<file path="config.mk">
export PLATFORM = sky130hd
export DESIGN_NAME = tick_task_scheduler_core
export DESIGN_NICKNAME = d
export VERILOG_FILES = /design/src/rtl/tts_pkg.sv /design/src/rtl/tts_front.sv /design/src/rtl/tts_queue.sv /design/src/rtl/tts_back.sv /design/src/rtl/tick_task_scheduler_core.sv
export SDC_FILE = /design/constraint.sdc
export NUM_CORES = 1
export LEC_CHECK = 0
export ABC_AREA = 1
export BUFFER_PORTS_ARGS = -buffer_cell sky130_fd_sc_hd__buf_4
export CORE_ASPECT_RATIO = 0.8
export CORE_MARGIN = 2
export CORE_UTILIZATION = 35
export DETAILED_ROUTE_END_ITERATION = 12
export PLACE_DENSITY = 0.55
export SYNTH_ARGS = -nofsm -noshare
export SYNTH_HDL_FRONTEND = slang
export SYNTH_SLANG_ARGS = --single-unit
</file>
<file path="constraint.sdc">
create_clock -name clk_i -period 4.3 [get_ports clk_i]
set_input_delay 0.215 -clock clk_i [delete_from_list [all_inputs] [get_ports clk_i]]
set_output_delay 0.215 -clock clk_i [all_outputs]
set_load 0.03 [all_outputs]
</file>
<file path="src/rtl/tts_pkg.sv">
// Package for the tick task scheduler: payload types, codes and constants.
`default_nettype none

package tts_pkg;

  localparam int NumSlotsDef = 8;
  localparam int TickMsDef   = 10;
  localparam int MaxResults  = 8;
  localparam int ResCntW     = $clog2(MaxResults);
  localparam int QueueDepth  = 2;

  typedef enum logic [1:0] {
    KIND_TICK     = 2'd0,
    KIND_ADD      = 2'd1,
    KIND_DELETE   = 2'd2,
    KIND_DISPATCH = 2'd3
  } kind_e;

  typedef enum logic [1:0] {
    STAT_ADDED = 2'd0,
    STAT_FULL  = 2'd1,
    STAT_RUN   = 2'd2,
    STAT_NONE  = 2'd3
  } status_e;

  typedef enum logic {
    BK_IDLE,
    BK_SCAN
  } back_state_e;

  typedef struct packed {
    kind_e       kind;
    logic [7:0]  task_code;
    logic [15:0] delay_ms;
    logic [15:0] period_ms;
    logic [2:0]  slot;
  } sched_in_t;

  typedef struct packed {
    status_e    status;
    logic [2:0] slot_index;
    logic [7:0] run_code;
    logic       last;
    logic       sleep;
  } sched_out_t;

  typedef struct packed {
    kind_e       kind;
    logic [7:0]  task_code;
    logic [15:0] delay_ticks;
    logic [15:0] period_ticks;
    logic [2:0]  slot;
  } cmd_t;

  typedef struct packed {
    logic [7:0]  task_id;
    logic [15:0] delay_left;
    logic [15:0] reload_period;
    logic [7:0]  pending_runs;
  } slot_ent_t;

endpackage

`default_nettype wire

</file>
<file path="src/rtl/tts_front.sv">
// Front end: accepts input words and converts milliseconds to ticks.
`default_nettype none

module tts_front import tts_pkg::*; #(
  parameter int TICK_MS = TickMsDef
) (
  input  wire logic      clk_i,
  input  wire logic      rst_ni,
  input  wire logic      in_valid_i,
  output logic           in_ready_o,
  input  wire sched_in_t in_i,
  output logic           cmd_valid_o,
  input  wire logic      cmd_ready_i,
  output cmd_t           cmd_o
);

  // x / TICK_MS == (x * ceil(2^S / TICK_MS)) >> S, exact for 16-bit x
  localparam int          DivShift = 16 + $clog2(TICK_MS);
  localparam int          PW       = 16 + DivShift + 1;
  localparam logic [63:0] DivMulW  =
    ((64'd1 << DivShift) + 64'(TICK_MS) - 64'd1) / 64'(TICK_MS);
  localparam logic [DivShift:0] DivMul = DivMulW[DivShift:0];

  logic          st_v_q;
  kind_e         kind_q;
  logic [7:0]    code_q;
  logic [2:0]    slot_q;
  logic [PW-1:0] dly_prod_q, dly_prod_d;
  logic [PW-1:0] per_prod_q, per_prod_d;
  logic          acc;

  assign in_ready_o = !st_v_q || cmd_ready_i;
  assign acc        = in_valid_i && in_ready_o;

  assign dly_prod_d = PW'(in_i.delay_ms) * PW'(DivMul);
  assign per_prod_d = PW'(in_i.period_ms) * PW'(DivMul);

  always_ff @(posedge clk_i or negedge rst_ni) begin
    if (!rst_ni) begin
      st_v_q <= 1'b0;
    end else if (acc) begin
      st_v_q <= 1'b1;
    end else if (cmd_ready_i) begin
      st_v_q <= 1'b0;
    end
  end

  always_ff @(posedge clk_i) begin
    if (acc) begin
      kind_q     <= in_i.kind;
      code_q     <= in_i.task_code;
      slot_q     <= in_i.slot;
      dly_prod_q <= dly_prod_d;
      per_prod_q <= per_prod_d;
    end
  end

  always_comb begin
    cmd_valid_o        = st_v_q;
    cmd_o.kind         = kind_q;
    cmd_o.task_code    = code_q;
    cmd_o.delay_ticks  = dly_prod_q[DivShift +: 16];
    cmd_o.period_ticks = per_prod_q[DivShift +: 16];
    cmd_o.slot         = slot_q;
  end

endmodule

`default_nettype wire

</file>
<file path="src/rtl/tts_queue.sv">
// Short command queue between front end and slot engine.
`default_nettype none

module tts_queue import tts_pkg::*; (
  input  wire logic clk_i,
  input  wire logic rst_ni,
  input  wire logic push_valid_i,
  output logic      push_ready_o,
  input  wire cmd_t push_i,
  output logic      pop_valid_o,
  input  wire logic pop_ready_i,
  output cmd_t      pop_o
);

  // depth is a power of two, so pointers wrap naturally
  localparam int PtrW = $clog2(QueueDepth);
  localparam int CntW = $clog2(QueueDepth + 1);

  cmd_t            buf_q [QueueDepth];
  logic [PtrW-1:0] wr_ptr_q, rd_ptr_q;
  logic [CntW-1:0] cnt_q;
  logic            push, pop;

  assign push_ready_o = cnt_q != CntW'(QueueDepth);
  assign pop_valid_o  = cnt_q != '0;
  assign push         = push_valid_i && push_ready_o;
  assign pop          = pop_valid_o && pop_ready_i;
  assign pop_o        = buf_q[rd_ptr_q];

  always_ff @(posedge clk_i or negedge rst_ni) begin
    if (!rst_ni) begin
      wr_ptr_q <= '0;
      rd_ptr_q <= '0;
      cnt_q    <= '0;
    end else begin
      if (push) begin
        wr_ptr_q <= wr_ptr_q + PtrW'(1);
      end
      if (pop) begin
        rd_ptr_q <= rd_ptr_q + PtrW'(1);
      end
      if (push && !pop) begin
        cnt_q <= cnt_q + CntW'(1);
      end else if (pop && !push) begin
        cnt_q <= cnt_q - CntW'(1);
      end
    end
  end

  always_ff @(posedge clk_i) begin
    if (push) begin
      buf_q[wr_ptr_q] <= push_i;
    end
  end

endmodule

`default_nettype wire

</file>
<file path="src/rtl/tts_back.sv">
// Slot engine: walks the slot table one entry a cycle while the output is not stalled, and emits result words.
`default_nettype none

module tts_back import tts_pkg::*; #(
  parameter int NUM_SLOTS = NumSlotsDef
) (
  input  wire logic clk_i,
  input  wire logic rst_ni,
  input  wire logic cmd_valid_i,
  output logic      cmd_ready_o,
  input  wire cmd_t cmd_i,
  output logic      out_valid_o,
  input  wire logic out_ready_i,
  output sched_out_t out_o
);

  localparam int IW = (NUM_SLOTS > 1) ? $clog2(NUM_SLOTS) : 1;

  back_state_e          state_q, state_d;
  logic [IW-1:0]        p_idx_q, p_idx_d;
  logic [ResCntW-1:0]   cnt_q, cnt_d;
  cmd_t                 cmd_q;
  slot_ent_t            mem_q [NUM_SLOTS];
  slot_ent_t            rd_q;
  logic                 rd_vld_q;
  logic [NUM_SLOTS-1:0] valid_q, pend_nz_q;
  logic                 out_v_q;
  sched_out_t           out_q;

  slot_ent_t            ent, upd;
  sched_out_t           res;
  logic [NUM_SLOTS-1:0] idx_hot;
  logic                 out_load_ok, at_end, above_nz, others_nz;
  logic                 pop, rd_en, wr_en, wr_go, wr_keep, wr_nz;
  logic                 emit, emit_go, finish, advance, del_en;
  logic [IW-1:0]        rd_addr, del_idx;

  assign out_load_ok = !out_v_q || out_ready_i;
  assign at_end      = p_idx_q == IW'(NUM_SLOTS - 1);
  assign above_nz    = |((pend_nz_q >> p_idx_q) >> 1);
  assign others_nz   = |(pend_nz_q & ~idx_hot);
  assign ent         = rd_vld_q ? rd_q : '0;
  assign del_idx     = IW'(cmd_i.slot);
  assign wr_go       = wr_en && advance;
  assign emit_go     = emit && out_load_ok;
  assign cmd_ready_o = pop;
  assign out_valid_o = out_v_q;
  assign out_o       = out_q;

  always_comb begin
    idx_hot          = '0;
    idx_hot[p_idx_q] = 1'b1;
  end

  // next state
  always_comb begin
    state_d = state_q;
    case (state_q)
      BK_IDLE: begin
        if (pop && rd_en) begin
          state_d = BK_SCAN;
        end
      end
      BK_SCAN: begin
        if (advance && (finish || at_end)) begin
          state_d = BK_IDLE;
        end
      end
      default: state_d = BK_IDLE;
    endcase
  end

  // datapath control
  always_comb begin
    upd     = ent;
    res     = '0;
    pop     = 1'b0;
    rd_en   = 1'b0;
    rd_addr = p_idx_q + IW'(1);
    wr_en   = 1'b0;
    wr_keep = 1'b1;
    wr_nz   = 1'b0;
    emit    = 1'b0;
    finish  = 1'b0;
    advance = 1'b0;
    del_en  = 1'b0;
    p_idx_d = p_idx_q;
    cnt_d   = cnt_q;
    case (state_q)
      BK_IDLE: begin
        if (cmd_valid_i) begin
          if (cmd_i.kind == KIND_DELETE) begin
            pop    = 1'b1;
            del_en = 32'(cmd_i.slot) < NUM_SLOTS;
          end else if (cmd_i.kind == KIND_DISPATCH && pend_nz_q == '0) begin
            if (out_load_ok) begin
              pop        = 1'b1;
              emit       = 1'b1;
              res.status = STAT_NONE;
              res.last   = 1'b1;
              res.sleep  = 1'b1;
            end
          end else begin
            pop     = 1'b1;
            rd_en   = 1'b1;
            rd_addr = '0;
            p_idx_d = '0;
            cnt_d   = '0;
          end
        end
      end
      BK_SCAN: begin
        case (cmd_q.kind)
          KIND_TICK: begin
            if (ent.task_id != '0) begin
              wr_en = 1'b1;
              if (ent.delay_left == '0) begin
                if (ent.pending_runs != 8'hFF) begin
                  upd.pending_runs = ent.pending_runs + 8'd1;
                end
                if (ent.reload_period != '0) begin
                  upd.delay_left = ent.reload_period;
                end
              end else begin
                upd.delay_left = ent.delay_left - 16'd1;
              end
            end
          end
          KIND_ADD: begin
            if (ent.task_id == '0) begin
              wr_en              = 1'b1;
              upd.task_id        = cmd_q.task_code;
              upd.delay_left     = cmd_q.delay_ticks;
              upd.reload_period  = cmd_q.period_ticks;
              upd.pending_runs   = '0;
              emit               = 1'b1;
              res.status         = STAT_ADDED;
              res.slot_index     = 3'(p_idx_q);
              res.last           = 1'b1;
              finish             = 1'b1;
            end else if (at_end) begin
              emit       = 1'b1;
              res.status = STAT_FULL;
              res.last   = 1'b1;
            end
          end
          KIND_DISPATCH: begin
            if (ent.pending_runs != '0) begin
              wr_en            = 1'b1;
              upd.pending_runs = ent.pending_runs - 8'd1;
              wr_keep          = ent.reload_period != '0;
              emit             = 1'b1;
              res.status       = STAT_RUN;
              res.slot_index   = 3'(p_idx_q);
              res.run_code     = ent.task_id;
              res.last         = (cnt_q == ResCntW'(MaxResults - 1)) || !above_nz;
              res.sleep        = res.last && !others_nz &&
                                 !(wr_keep && upd.pending_runs != '0);
              finish           = res.last;
            end
          end
          default: ;
        endcase
        wr_nz   = wr_keep && upd.pending_runs != '0;
        advance = !emit || out_load_ok;
        if (advance && !finish && !at_end) begin
          rd_en   = 1'b1;
          p_idx_d = p_idx_q + IW'(1);
        end
        if (emit_go && cmd_q.kind == KIND_DISPATCH) begin
          cnt_d = cnt_q + ResCntW'(1);
        end
      end
      default: ;
    endcase
  end

  always_ff @(posedge clk_i or negedge rst_ni) begin
    if (!rst_ni) begin
      state_q   <= BK_IDLE;
      p_idx_q   <= '0;
      cnt_q     <= '0;
      valid_q   <= '0;
      pend_nz_q <= '0;
      out_v_q   <= 1'b0;
    end else begin
      state_q <= state_d;
      p_idx_q <= p_idx_d;
      cnt_q   <= cnt_d;
      if (del_en) begin
        valid_q[del_idx]   <= 1'b0;
        pend_nz_q[del_idx] <= 1'b0;
      end
      if (wr_go) begin
        valid_q[p_idx_q]   <= wr_keep;
        pend_nz_q[p_idx_q] <= wr_nz;
      end
      if (emit_go) begin
        out_v_q <= 1'b1;
      end else if (out_ready_i) begin
        out_v_q <= 1'b0;
      end
    end
  end

  always_ff @(posedge clk_i) begin
    if (pop) begin
      cmd_q <= cmd_i;
    end
    if (emit_go) begin
      out_q <= res;
    end
    if (wr_go) begin
      mem_q[p_idx_q] <= upd;
    end
    if (rd_en) begin
      rd_q     <= mem_q[rd_addr];
      rd_vld_q <= valid_q[rd_addr];
    end
  end

endmodule

`default_nettype wire

</file>
<file path="src/rtl/tick_task_scheduler_core.sv">
// Top level of the tick task scheduler: front end, command queue, slot engine.
//
// Input channel (in_valid_i/in_ready_o/in_i) takes one word per command:
// tick, add task, delete task or dispatch. Output channel
// (out_valid_o/out_ready_i/out_o) returns result words: one for add, one per
// ready slot for dispatch (at most 8, lowest slot first, last flagged), or
// one idle word when nothing is ready. Tick and delete return nothing.
// The front end registers the ms-to-tick multiply and the queue registers the
// command; then the slot engine walks the table one slot per cycle while the
// output is not stalled. Tick and a full add walk every slot; add and dispatch
// stop early at the free slot or last ready slot. Delete and idle dispatch need no walk.
// The engine takes no new command while it walks the table, which has a single
// read port. Results leave one per cycle while the receiver is ready.
// Reset empties every slot at once through per-slot valid bits.
// When the receiver stalls, the engine holds its walk on a slot that has a
// result to emit; the queue keeps accepting commands until it is full.
`default_nettype none

module tick_task_scheduler_core import tts_pkg::*; #(
  parameter int NUM_SLOTS = NumSlotsDef,
  parameter int TICK_MS   = TickMsDef
) (
  input  wire logic       clk_i,
  input  wire logic       rst_ni,
  input  wire logic       in_valid_i,
  output logic            in_ready_o,
  input  wire sched_in_t  in_i,
  output logic            out_valid_o,
  input  wire logic       out_ready_i,
  output sched_out_t      out_o
);

  logic fq_valid, fq_ready, qb_valid, qb_ready;
  cmd_t fq_cmd, qb_cmd;

  tts_front #(
    .TICK_MS (TICK_MS)
  ) u_front (
    .clk_i       (clk_i),
    .rst_ni      (rst_ni),
    .in_valid_i  (in_valid_i),
    .in_ready_o  (in_ready_o),
    .in_i        (in_i),
    .cmd_valid_o (fq_valid),
    .cmd_ready_i (fq_ready),
    .cmd_o       (fq_cmd)
  );

  tts_queue u_queue (
    .clk_i        (clk_i),
    .rst_ni       (rst_ni),
    .push_valid_i (fq_valid),
    .push_ready_o (fq_ready),
    .push_i       (fq_cmd),
    .pop_valid_o  (qb_valid),
    .pop_ready_i  (qb_ready),
    .pop_o        (qb_cmd)
  );

  tts_back #(
    .NUM_SLOTS (NUM_SLOTS)
  ) u_back (
    .clk_i       (clk_i),
    .rst_ni      (rst_ni),
    .cmd_valid_i (qb_valid),
    .cmd_ready_o (qb_ready),
    .cmd_i       (qb_cmd),
    .out_valid_o (out_valid_o),
    .out_ready_i (out_ready_i),
    .out_o       (out_o)
  );

  a_single_word_last : assert property (@(posedge clk_i) disable iff (!rst_ni)
    out_valid_o && out_o.status != STAT_RUN |-> out_o.last)
    else $error("add or idle result without last");

  a_sleep_on_last : assert property (@(posedge clk_i) disable iff (!rst_ni)
    out_valid_o && out_o.sleep |-> out_o.last)
    else $error("sleep flagged on a non-final result");

  a_idle_sleeps : assert property (@(posedge clk_i) disable iff (!rst_ni)
    out_valid_o && out_o.status == STAT_NONE |-> out_o.sleep)
    else $error("idle dispatch without sleep");

endmodule

`default_nettype wire

</file>
# Yosys cells after proc, flatten, opt, wreduce, memory -nomap -nowiden

Memory sizes are Yosys's and may differ from the RTL's. A register that Yosys moved wholly into a read port is not among the register bits.
Cells that the tools add are included.

ROM bits: 0
Latch bits: 0
Logic and storage cells: 215
Memories: 2
Bits of input ports: 49
Memory bits (writable): 462
Output and inout port bits: 17
Register bits: 164

Order comparisons: 5
Multipliers: 2
Add/subtract/negate cells: 9
Mux-type cells: 100
Bitwise operators: 6
Eq/ne operators: 13
Reductions and logical operators: 52
Shift operators: 1
Div/mod/pow operators: 0

Memories:

| name          | depth | width | rd ports | clocked after Yosys merged registers in | write ports | line            | source |
|---|---|---|---|---|---|---|---|
| u_back.mem_q  | 8     | 48    | 1        | 1                                       | 1           | tts_back.sv:23  | `slot_ent_t mem_q [NUM_SLOTS];` |
| u_queue.buf_q | 2     | 39    | 1        | 0                                       | 1           | tts_queue.sv:19 | `cmd_t buf_q [QueueDepth];` |

Operators with widths:

| kind                                                                   | number |
|---|---|
| 48-bit 2-to-1 mux                                                      | 3 |
| 8-bit 2-to-1 mux                                                       | 10 |
| 16-bit by 16-bit multiplier with 32-bit output (second input constant) | 2 |
| 16-bit 2-to-1 mux                                                      | 4 |
| 1-bit 2-to-1 mux                                                       | 46 |
| 16-bit one-hot mux with 2 select lines                                 | 1 |
| 8-bit nonzero test                                                     | 4 |
| 3-bit 2-to-1 mux                                                       | 10 |
| 8-bit bitwise AND                                                      | 3 |
| 8-bit one-hot mux with 3 select lines                                  | 1 |
| 1-bit logical AND                                                      | 19 |
| 8-bit bitwise mux                                                      | 2 |
| 16-bit zero test                                                       | 1 |
| 8-bit zero test                                                        | 2 |
| 8-bit inverter                                                         | 2 |
| 16-bit nonzero test                                                    | 1 |
| 16-bit by 1-bit subtractor with 16-bit output (second input constant)  | 1 |
| 15-bit 2-to-1 mux                                                      | 1 |
| 2-bit 2-to-1 mux                                                       | 7 |
| 3-bit by 4-bit < comparator with 1-bit output (second input constant)  | 3 |
| 2-bit inequality test (second input constant)                          | 6 |
| 1-bit one-hot mux with 2 select lines                                  | 6 |
| 3-bit one-hot mux with 2 select lines                                  | 2 |
| 1-bit zero test                                                        | 10 |
| other kinds (25)                                                       | 41 |

# Logic depth before layout (Yosys ltp)

Depth after elaboration: 15
Gate-level depth with buffers: 23
Depth with buffers taken out: 23

# By module

From an unflattened synthesis, not the netlist that was laid out.

Cells, all modules: 3472
Area total of the unflattened synthesis: 37025.5 um^2

Modules (own cells, without submodules):

| module    | cells an instance | seq. area each (um^2) | times used | area an instance (um^2) |
|---|---|---|---|---|
| tts_back  | 1829              | 15314.7               | 1          | 21969.8 |
| tts_front | 1380              | 1196.1                | 1          | 11509.8 |
| tts_queue | 263               | 2802.7                | 1          | 3545.9 |

# Worst setup path after synthesis

OpenSTA, ideal clock, no wires.

Kind: input to register
From: in in_i[7] (netlist bit)
To: reg u_front.per_prod_q[31] (data pin)
Stages on the path: 19
Setup time: 0.265 ns
Buffers on the path: 0
Required time: 4.035 ns
Arrival: 4.351 ns
Path slack: -0.316 ns
Cells stage by stage: ha_1 > xor2_1 > ha_1 > fa_1 > inv_1 > fa_1 > inv_1 > fa_1 > inv_1 > fa_1 > inv_1 > ha_1 > nand2_1 > nor4_1 > nand3_1 > nand3_1 > a21oi_1 > o21ai_0 > xor2_1

Word-level cells in the longest chain between the ends: 1

Ends and longest elaborated chain:

| element                                        | line                           | source |
|---|---|---|
| start: declaration                             | tick_task_scheduler_core.sv:27 | `input wire sched_in_t in_i,` |
| 16-bit by 16-bit multiplier with 32-bit output | tts_front.sv:36                | `assign per_prod_d = PW'(in_i.period_ms) * PW'(DivMul);` |
| via u_front.per_prod_d[31]                     | tts_front.sv:29                | `logic [PW-1:0] per_prod_q, per_prod_d;` |
| end signal: assignment                         | tts_front.sv:54                | `per_prod_q <= per_prod_d;` |
| end: declaration                               | tts_front.sv:29                |  |

The timed path passes the listed nets, and every way through them passes these cells.
A chain may end at the register's enable or synchronous reset.

# Worst setup path in the final report

From: in in_i[6] (netlist bit)
To: reg u_front.per_prod_q[31] (data pin)

Same word-level chain as after synthesis.

==> summary.txt <==
Synthesis
  – Synth Area per Inst: 11.1 µm²
  – Seq cells post-synth: 630
  – Mapped Nets: 3654
  – Yosys top cell area share: 0.511
  – Post-Syn Instances: 3178
  – Seq/Total Area, Yosys: 0.532
  – Top post-synthesis cells by area: edfxtp_1 (51%), ha_1 (9.5%), fa_1 (9.0%), nand2_1 (5.1%), inv_1 (4.3%)
  – Top_reg_cell synth: edfxtp_1
  – EDFF count, synth: 601
  – Area leader, netlist: edfxtp_1
  – Synth unique cells: 50
  – Mapped cell area: 35300 µm²
  – Top-count cell post-synth: edfxtp_1
  – Synth warn: 0
  – Post-synth top cells: edfxtp_1 (601), nand2_1 (483), inv_1 (403), nor2_1 (335), ha_1 (269)
  – Ys async rst share: 0.0460

Global route
  – Vias in the first global route: 23793
  – Largest net degree at the start of global routing: 197
  – First-pass GRT wire length: 140 mm
  – GRT Util Overall: 0.174
  – Total gr overflow: 0
  – Initial antenna violation count: 0

Detailed routing
  – Top Layer Used: met4
  – # DRC: 0
  – Drt first-iter violations: 2209
  – Vias: 24186
  – Met3 WL post-DR: 5.34 mm
  – M1 WL: 44.3 mm
  – Antenna Nets Post-Route: 0
  – Via/cell ratio: 5.01
  – Wire length per cell: 18.7 µm
  – Router iterations before antenna repair: 5
  – Routed wl met2: 39.2 mm
  – Drt total wl: 90.2 mm

Min path
  – Hold WC Path Type: in -> async

Floorplanning
  – Starting Density: 0.352
  – Core area: 100000 µm²
  – Die height: 288 µm
  – # IOs: 66
  – Die X-Extent: 359 µm
  – Die area: 103000 µm²
  – Site Rows: 104

Worst setup path
  – CP most frequent cell: fa_1
  – Max stage delay on crit path: 550 ps
  – CP max stage cell: fa_1
  – Crit path kind: in -> reg
  – Crit-path leading delay family: adder cells
  – Critical path required time: 4660 ps
  – Startpoint type of the worst setup path: primary input
  – Crit path max fanout: 4
  – Count of buffer and inverter cells on the critical path: 5
  – Crit path arrival time: 4520 ps
  – Crit path cell chain: buf_4 > ha_1 > inv_1 > fa_1 > inv_1 > fa_1 > fa_1 > fa_1 > inv_1 > fa_1 > inv_1 > ha_4 > nand2_2 > o21ai_1 > a21oi_1 > nand3_2 > a21oi_2 > o21ai_1 > xor2_1
  – Crit. End Element: register

Clock network
  – CTS tree: done
  – Maximum root-to-sink buffer count: 3
  – CTS clk-pin slew, worst paths: 60 ps
  – Clock Latency Late Sink: 640 ps
  – H-tree level count: 2
  – CTS Root Cell: clkbuf_16
  – CTS Buf Count: 59
  – CTS Sinks: 630

Timing
  – Tcrit/Tclk final: 0.968
  – Relative slew slack: 0.0154
  – Slew Limit Fails: 0
  – Actual slew at the worst max-slew pin: 1480 ps
  – Worst clock skew: 28.1 ps
  – Final setup vio count: 0
  – Minimum clock period: 4160 ps
  – Final hold viol count: 0
  – Fmax: 0.240 GHz
  – Setup ws final: 140 ps
  – RSZ-0062 raised after global routing: yes

Place
  – IO buf count: 65
  – RePlAce Congestion: 0.894
  – DP Worst Slack: -544 ps
  – DP Wirelength: 61.4 mm

Finish
  – P&R area growth vs syn: 16.9%
  – Share of post-route cells with drive strength above 1: 0.140
  – Util after Layout: 0.411
  – N_diodes: 0
  – Final #Nets: 3934

Job
  – Max Cap Viol: 0

Outcome
  – Outcome: finished clean
per-layer routing:
layer	up-vias	track usage
li1	11592	-
met4	0	0.0343
met1	11889	0.261
met5	-	0
met3	91	0.0256
met2	614	0.266
worst register-to-register path: stages, from the launching register on:
cell and delay, ps:
edfxtp_1 450, buf_4 250, nand2_1 240, ha_1 280, nand2_1 70, nor2_1 180
nand2_1 130, nor2_4 520, nand2_1 150, a21oi_1 160, nand2_1 70, nand2_1 60
nand2_1 70, o21ai_0 670
registers in the layout, summed over array words and instances (netlist names):
signal	flops
u_back.rd_vld_q	1
u_queue.wr_ptr_q	1
u_front.cmd_valid_o	1
u_back.valid_q	8
u_queue.rd_ptr_q	1
u_back.cnt_q	3
u_front.slot_q	3
u_front.dly_prod_q	13
u_back.mem_q	384
u_front.code_q	8
u_queue.buf_q	78
u_front.per_prod_q	13
u_back.out_o	15
u_front.kind_q	2
u_queue.cnt_q	2
u_back.state_q	1
u_back.rd_q	48
u_back.pend_nz_q	8
u_back.out_valid_o	1
u_back.p_idx_q	3
u_back.cmd_q	36
logic make-up after synthesis:
kind of cell,synth area share
buffers and inverters,0.0574
adders and majority gates,0.185
AOI/OAI and AO/OA,0.0982
and+or+nand+nor,0.114
xor gates and xnor gates,0.0134
DFF,0.532
placed cells by master (no fill, tap or decap), drive strengths merged, types with 2 or more instances in the layout:
master         n
a211oi         4
a21boi         3
a21o          11
a21oi         77
a221oi         4
a22oi          5
a31oi         58
buf          310
bufinv         4
clkbuf        75
clkinv        25
dfrtp         29
dlygate4sd3   16
edfxtp       601
fa           158
ha           269
inv          412
nand2        500
nand3         72
nand4         20
nor2         355
nor3          23
nor4           4
o211ai        16
o21a           2
o21ai        271
o21bai         5
o221ai       100
o22ai          6
or2            5
xnor2         10
xor2          44
layout make-up:
cell class                 instances  area [µm²]
fill                            9530       59100
tap                             1325        1660
multi-input combinational       2029       14800
timing repair buffer             326        2650
sequential                       630       18800
inverter                         412        1550
clock inverter                    30         272
clock buffer                      75        1560
repair_timing:
item                                   in CTS  in global routing
setup buffers                               0                  2
resized for setup                           0                 17
hold buffers                               16                  0
setup endpoints to repair                   0                  7
endpoints found under the hold margin      44                  0
final timing paths:
check | start | slack, ps | to | depth (start not counted)
worst max-delay path | in_i[6] | 140 | u_front.per_prod_q[31] | 19
worst min-delay path | rst_ni | 70 | u_back.cnt_q[2] | 2
worst max register to register | u_back.rd_vld_q | 690 | u_back.mem_q[0][6] | 13
worst min register to register | u_front.per_prod_q[31] | 440 | u_queue.buf_q[1][14] | 0
max in group asynchronous | rst_ni | 3920 | u_back.pend_nz_q[6] | 2
min in group clk_i | in_i[42] | 310 | u_front.code_q[7] | 2
per-stage QoR:
| stage | hold WS [ps] | setup TNS, ps | instances | area, µm² |
|---|---|---|---|---|
| after floorplan | -80.6 | -213 | 3178 | 35500 |
| final | 65.5 | 0 | 4827 | 41300 |
| after CTS | 42.4 | 0 | 4825 | 41200 |
| after global routing | 84.4 | -72.8 | 4827 | 41300 |
| after global placement | 184 | -9220 | 4704 | 39200 |
| after detailed placement | 186 | -9930 | 4704 | 39200 |
Power is left out: the tool's default activity adds up to more than one toggle a clock period on the data nets, which glitch-free logic cannot reach.
